[src/hw/rtl/prps_pkg.sv]
// ----------------------------------------------------------------------------
// prps_pkg
// Types and constants for the power rail protection supervisor.
// ----------------------------------------------------------------------------
package prps_pkg;

    localparam int RAIL_SLOTS  = 16;
    localparam int VOLT_W      = 16;
    localparam int TEMP_W      = 12;
    localparam int COUNT_W     = 4;
    localparam int CFG_IDX_W   = 3;
    localparam int CFG_DATA_W  = 16;

    localparam logic [CFG_IDX_W-1:0] CFG_OVER_LIMIT  = 3'd0;
    localparam logic [CFG_IDX_W-1:0] CFG_UNDER_LIMIT = 3'd1;
    localparam logic [CFG_IDX_W-1:0] CFG_HEAT_ON     = 3'd2;
    localparam logic [CFG_IDX_W-1:0] CFG_HEAT_OFF    = 3'd3;
    localparam logic [CFG_IDX_W-1:0] CFG_RETRY_LIMIT = 3'd4;

    localparam logic [VOLT_W-1:0]  OVER_LIMIT_RST  = 16'hFFFF;
    localparam logic [VOLT_W-1:0]  UNDER_LIMIT_RST = 16'h0000;
    localparam logic [TEMP_W-1:0]  HEAT_ON_RST     = 12'h000;
    localparam logic [TEMP_W-1:0]  HEAT_OFF_RST    = 12'hFFF;
    localparam logic [COUNT_W-1:0] RETRY_LIMIT_RST = 4'd3;

    typedef struct packed {
        logic [VOLT_W-1:0]     battery_voltage;
        logic [TEMP_W-1:0]     battery_temp_raw;
        logic [RAIL_SLOTS-1:0] rail_faults;
    } t_in;

    typedef struct packed {
        logic                  charger_enable;
        logic [RAIL_SLOTS-1:0] rail_enable;
        logic [RAIL_SLOTS-1:0] rail_retry_pulse;
        logic [RAIL_SLOTS-1:0] rail_permanent_fault;
        logic                  heater_enable;
    } t_out;

    typedef struct packed {
        logic enable;
        logic pulse;
        logic perm;
    } t_rail_res;

endpackage

[src/hw/rtl/prps_rail.sv]
// ----------------------------------------------------------------------------
// prps_rail
// Retry counter and switch decision for one load rail.
// ----------------------------------------------------------------------------
module prps_rail (
    input  logic                          i_clk,
    input  logic                          i_rst_n,
    input  logic                          i_step,
    input  logic                          i_fault,
    input  logic                          i_under,
    input  logic [prps_pkg::COUNT_W-1:0]  i_limit,
    output prps_pkg::t_rail_res           o_res
);
    import prps_pkg::*;

    logic [COUNT_W-1:0] r_count;
    logic [COUNT_W-1:0] n_count;
    logic               below;

    assign below = r_count < i_limit;

    always_comb begin
        n_count = r_count;
        o_res   = '0;
        if (i_fault) begin
            if (below) begin
                if (!i_under) begin
                    o_res.pulse  = 1'b1;
                    o_res.enable = 1'b1;
                    n_count      = r_count + COUNT_W'(1);
                end
            end else begin
                o_res.perm = 1'b1;
            end
        end else begin
            n_count      = '0;
            o_res.enable = !i_under;
        end
    end

    always_ff @(posedge i_clk) begin
        if (!i_rst_n) begin
            r_count <= '0;
        end else if (i_step) begin
            r_count <= n_count;
        end
    end

endmodule

[src/hw/rtl/power_rail_protection_supervisor.sv]
// ----------------------------------------------------------------------------
// power_rail_protection_supervisor
// Charger, load rail retry and battery heater control, one tick per transaction.
// ----------------------------------------------------------------------------
// Each accepted transaction's result is registered in the output register in the next cycle.
// Throughput: 1 transaction per cycle; input is ready while the output register
// is empty or being drained in the same cycle.
// Reset: synchronous active low; clears retry counts, heater state, output
// valid and loads the limit registers with their defaults.
module power_rail_protection_supervisor #(
    parameter int NUM_RAILS = 16
) (
    input  logic                              i_clk,
    input  logic                              i_rst_n,
    input  logic                              i_valid,
    output logic                              o_ready,
    input  prps_pkg::t_in                     i_data,
    output logic                              o_valid,
    input  logic                              i_ready,
    output prps_pkg::t_out                    o_data,
    input  logic                              i_cfg_we,
    input  logic [prps_pkg::CFG_IDX_W-1:0]    i_cfg_idx,
    input  logic [prps_pkg::CFG_DATA_W-1:0]   i_cfg_wdata
);
    import prps_pkg::*;

    localparam int ACTIVE_RAILS = (NUM_RAILS > RAIL_SLOTS) ? RAIL_SLOTS : NUM_RAILS;

    logic [VOLT_W-1:0]  r_over_limit;
    logic [VOLT_W-1:0]  r_under_limit;
    logic [TEMP_W-1:0]  r_heat_on;
    logic [TEMP_W-1:0]  r_heat_off;
    logic [COUNT_W-1:0] r_retry_limit;

    logic  r_heater;
    logic  n_heater;
    logic  r_valid;
    t_out  r_out;
    t_out  n_out;
    logic  accept;
    logic  under;

    t_rail_res rail_res [RAIL_SLOTS];

    assign o_ready = !r_valid || i_ready;
    assign accept  = i_valid && o_ready;
    assign under   = i_data.battery_voltage < r_under_limit;
    assign o_valid = r_valid;
    assign o_data  = r_out;

    always_ff @(posedge i_clk) begin
        if (!i_rst_n) begin
            r_over_limit  <= OVER_LIMIT_RST;
            r_under_limit <= UNDER_LIMIT_RST;
            r_heat_on     <= HEAT_ON_RST;
            r_heat_off    <= HEAT_OFF_RST;
            r_retry_limit <= RETRY_LIMIT_RST;
        end else if (i_cfg_we) begin
            case (i_cfg_idx)
                CFG_OVER_LIMIT:  r_over_limit  <= i_cfg_wdata[VOLT_W-1:0];
                CFG_UNDER_LIMIT: r_under_limit <= i_cfg_wdata[VOLT_W-1:0];
                CFG_HEAT_ON:     r_heat_on     <= i_cfg_wdata[TEMP_W-1:0];
                CFG_HEAT_OFF:    r_heat_off    <= i_cfg_wdata[TEMP_W-1:0];
                CFG_RETRY_LIMIT: r_retry_limit <= i_cfg_wdata[COUNT_W-1:0];
                default: ;
            endcase
        end
    end

    genvar g;
    generate
        for (g = 0; g < RAIL_SLOTS; g++) begin : g_rail
            if (g < ACTIVE_RAILS) begin : g_on
                prps_rail u_rail (
                    .i_clk   (i_clk),
                    .i_rst_n (i_rst_n),
                    .i_step  (accept),
                    .i_fault (i_data.rail_faults[g]),
                    .i_under (under),
                    .i_limit (r_retry_limit),
                    .o_res   (rail_res[g])
                );
            end else begin : g_off
                assign rail_res[g] = '0;
            end
        end
    endgenerate

    always_comb begin
        n_heater = r_heater;
        if (i_data.battery_temp_raw < r_heat_on) begin
            n_heater = 1'b1;
        end else if (i_data.battery_temp_raw > r_heat_off) begin
            n_heater = 1'b0;
        end
        n_out = '0;
        n_out.charger_enable = !(i_data.battery_voltage > r_over_limit);
        n_out.heater_enable  = n_heater;
        for (int k = 0; k < RAIL_SLOTS; k++) begin
            n_out.rail_enable[k]          = rail_res[k].enable;
            n_out.rail_retry_pulse[k]     = rail_res[k].pulse;
            n_out.rail_permanent_fault[k] = rail_res[k].perm;
        end
    end

    always_ff @(posedge i_clk) begin
        if (!i_rst_n) begin
            r_valid  <= 1'b0;
            r_heater <= 1'b0;
        end else begin
            if (accept) begin
                r_valid  <= 1'b1;
                r_heater <= n_heater;
            end else if (i_ready) begin
                r_valid <= 1'b0;
            end
        end
    end

    always_ff @(posedge i_clk) begin
        if (accept) begin
            r_out <= n_out;
        end
    end

    a_pulse_perm_disjoint: assert property (@(posedge i_clk) disable iff (!i_rst_n)
        r_valid |-> ((r_out.rail_retry_pulse & r_out.rail_permanent_fault) == '0))
        else $error("retry pulse and permanent fault on the same rail");

    a_pulse_enables: assert property (@(posedge i_clk) disable iff (!i_rst_n)
        r_valid |-> ((r_out.rail_retry_pulse & ~r_out.rail_enable) == '0))
        else $error("retry pulse on a rail left off");

    a_perm_off: assert property (@(posedge i_clk) disable iff (!i_rst_n)
        r_valid |-> ((r_out.rail_permanent_fault & r_out.rail_enable) == '0))
        else $error("permanently faulted rail switched on");

    a_heater_follows: assert property (@(posedge i_clk) disable iff (!i_rst_n)
        accept |=> (r_out.heater_enable == r_heater))
        else $error("heater output disagrees with heater state");

endmodule
[config.mk]
export PLATFORM = sky130hd
export DESIGN_NAME = power_rail_protection_supervisor
export DESIGN_NICKNAME = d
export VERILOG_FILES = /design/src/hw/rtl/prps_pkg.sv /design/src/hw/rtl/prps_rail.sv /design/src/hw/rtl/power_rail_protection_supervisor.sv
export SDC_FILE = /design/constraint.sdc
export NUM_CORES = 1
export LEC_CHECK = 0
export BUFFER_PORTS_ARGS = -buffer_cell sky130_fd_sc_hd__buf_2
export CAP_MARGIN = 20
export CORE_MARGIN = 3
export CORE_UTILIZATION = 55
export DETAILED_ROUTE_END_ITERATION = 6
export GPL_TIMING_DRIVEN = 0
export HOLD_SLACK_MARGIN = 0.1
export PLACE_DENSITY = 0.86
export RECOVER_POWER = 25
export SLEW_MARGIN = 0
export SYNTH_ARGS = -nofsm -noshare
export SYNTH_HDL_FRONTEND = slang
export SYNTH_SLANG_ARGS = --single-unit
[constraint.sdc]
create_clock -name i_clk -period 3.35 [get_ports i_clk]
set_clock_uncertainty 0.05 [all_clocks]
set_input_delay 0 -clock i_clk [delete_from_list [all_inputs] [get_ports i_clk]]
set_output_delay 0 -clock i_clk [all_outputs]
set_load 0.02 [all_outputs]
==> results_dict.tcl <==
set metrics [dict create \
    slew_violations 0 \
    drive_above_1_share_pct 8.83 \
    ys_async_sr_fraction_pct 0 \
    setup_viol 0 \
    p_leak_nw 4.94 \
    grt_pass1_wl_mm 45.3 \
    peakVddDrop_uv 422 \
    yosys_warnings 0 \
    synth_edf_count 50 \
    synthTopCellsByArea "dfxtp_1, edfxtp_1, ha_1" \
    criticalPathCategory "flip-flop to flip-flop" \
    fin_nets 1521 \
    clock_latency_ns 0.44 \
    syn_to_final_growth_pct 18.2 \
    hold_ws_ns 0.102 \
    cts_max_level 4 \
    tns_ns 0 \
    vias_per_cell 6.15 \
    clock_path_buffers 2 \
    cts_made_buffers 17 \
    syn-cell-area_um2 10200 \
    final-hold-violation-count 0 \
    worstSetupEndpointType "flip-flop" \
    hold_class "primary input to flip-flop" \
    yosysTopAreaCell "dfxtp_1" \
    drc_errors 0 \
    initial_core_util_pct 56.2 \
    status "complete, no violations" \
    first_pass_iters 6 \
    ys_ff_latch 176 \
    rows 49 \
    first_iter_violations 872 \
    fin_crit_ns 3.14 \
    synthDistinctLibCells 53 \
    grt_overflow 0 \
    synth_fp_nets 1340 \
    maxCapViolCount 0 \
    diodes 0 \
    antenna_found_initial 0 \
    routabilityCongestion 0.900 \
    dieArea_um2 20200 \
    fmax_mhz 319 \
    tightestPinTransition_ns 0.952 \
    die_w_um 142 \
    critPathMaxFanout 10 \
    dpl.hpwl_mm 19.4 \
    cp.arrival_ns 3.25 \
    cts_root_buf "clkbuf_16" \
    wire_per_inst_um 17.9 \
    clkSlewWorstSetupHoldPaths_ns 0.07 \
    slew_headroom_pct 36.5 \
    io_buffers 118 \
    seq_area_frac_synth_pct 39.6 \
    power.density_nw_per_um2 417 \
    cts.sinks 176 \
    routed_wl_mm 28.2 \
    min_path_cells 4 \
    post_cts_buffers 0 \
    final_antenna_net_count 0 \
    grt_setup_unrepaired "false" \
    synthCells 1154 \
    grt_max_degree 48 \
    vias 9700 \
    cts_tree "built" \
    synth-main-ff-cell "dfxtp_1" \
    track_usage_pct 27.8 \
    grt_pass1_vias 9495 \
    io_pins 120 \
    placed_cells 1502 \
    fill_cells 1396 \
    reg2reg_depth 8 \
    core_area_um2 18100 \
    avgSynthCellArea_um2 8.81 \
    synth_top_area_share_pct 24.8 \
    period_share_pct 93.7 \
    fp.dieH_um 142 \
    critPathRequiredTime_ns 3.46 \
    instances_no_fill 1577 \
    start_kind "flip-flop" \
]
[timing repair]
| item | 4_1_cts | 5_1_grt |
|---|---|---|
| hold endpoints to repair | 168 | 0 |
| gates resized for setup | 0 | 4 |
| endpoints found under the setup margin | 0 | 10 |
| hold buffers | 43 | 0 |
[stage by stage]
stage / worst slack (ns) / total power [W] / cell area [µm²] / util, %
after global placement: -0.478 / 0.00297 / 11000 / 61.1
after CTS: 0.164 / 0.00501 / 12100 / 66.8
final: 0.211 / 0.00501 / 12000 / 66.5
after floorplan: 0.597 / 0.00275 / 10200 / -
after detailed placement: 0.240 / 0.00300 / 11100 / 61.2
after global routing: 0.0417 / 0.00516 / 12000 / 66.5
[worst max-delay path, stage by stage, from the launching register on]
cell and delay, ns:
dfxtp_1 0.34, inv_1 0.05, ha_1 0.27, a2111oi_1 0.56, nor3_2 0.12, o21a_1 0.27, nor2_1 0.47, clkbuf_1 0.55
nor2_1 0.18
[kinds of logic after synthesis]
logic type | synth area share (%)
compound gates | 23.7
buf+inv | 5.35
mux | 0.295
flops | 39.6
simple gates | 16.5
fa+ha+maj | 14.5
[power by group]
part	switching [W]	leakage [nW]	internal (W)
Clock	0.000902	0.277	0.00111
Combinational	0.000448	3.16	0.000240
Sequential	0.0000381	1.51	0.00227
Total	0.00139	4.94	0.00362
[routing by layer]
layer / GRT usage, % / vias up / routed length (µm)
li1: - / 4541 / -
met1: 32.9 / 4546 / 11000
met2: 47.7 / 500 / 13500
met3: 6.18 / 113 / 2500
met4: 13.8 / 0 / 1210
met5: 0 / - / 0
[cells in the mapped netlist (17+ instances only)]
| master | number |
|---|---|
| nor2_1 | 48 |
| o211ai_1 | 39 |
| nor2b_1 | 35 |
| o22ai_1 | 23 |
| edfxtp_1 | 50 |
| o21ai_0 | 40 |
| nand2_1 | 199 |
| nand3_1 | 17 |
| a21boi_0 | 40 |
| a21oi_1 | 48 |
| a31oi_1 | 27 |
| ha_1 | 118 |
| nand2b_1 | 22 |
| clkbuf_1 | 40 |
| dfxtp_1 | 126 |
| inv_1 | 92 |
[registers in the layout, indices dropped and copies added, names as in the netlist]
name,flops
g_rail.g_on.u_rail.r_count,64
o_data,50
o_valid,1
r_heat_off,12
r_heat_on,12
r_heater,1
r_over_limit,16
r_retry_limit,4
r_under_limit,16
[path summary, 6_finish.rpt]
path | from | endpoint | slack [ns]
setup / recovery | r_under_limit[1]$_SDFFE_PN0P_ | o_data[29]$_SDFFCE_PN0P_ | 0.21
hold / removal | i_cfg_idx[0] | r_under_limit[15]$_SDFFE_PN0P_ | 0.10
setup reg to reg | r_under_limit[1]$_SDFFE_PN0P_ | o_data[29]$_SDFFCE_PN0P_ | 0.21
hold reg to reg | r_heat_on[5]$_SDFFE_PN0P_ | r_heat_on[5]$_SDFFE_PN0P_ | 0.41
[cell type report]
cell class	count	area, µm²	share of cell area, %
sequential	176	4020	33.5
clock buffer	17	425	3.54
buffer	48	201	1.68
timing repair buffer	162	976	8.12
inverter	92	345	2.87
tap	229	287	2.38
clock inverter	15	156	1.30
multi-input combinational	838	5600	46.6
[placed cells by master, fill, tap and decap left out, types with 4 or more instances in the layout]
cell type,count
and2_1,13
o32ai_1,4
nand2b_1,22
a21boi_0,40
nor2b_1,35
and3_1,13
inv_1,92
a311o_1,4
a211o_1,13
dfxtp_1,126
a21o_1,13
nor2_1,48
a32o_1,14
a31oi_1,27
o21ai_0,40
o21ai_1,8
nand2_1,199
inv_6,6
nand4_1,8
a21oi_1,48
o31ai_1,14
buf_2,69
edfxtp_1,50
nand3_1,17
a211oi_1,8
o22ai_1,23
o211ai_1,39
a311oi_1,4
clkbuf_16,17
o21a_1,14
o21ba_2,7
dlygate4sd3_1,43
clkbuf_1,90
nor3_1,10
ha_1,118
a31o_2,4
a22o_1,5
Note: power is estimated with default switching activity, not from simulation.
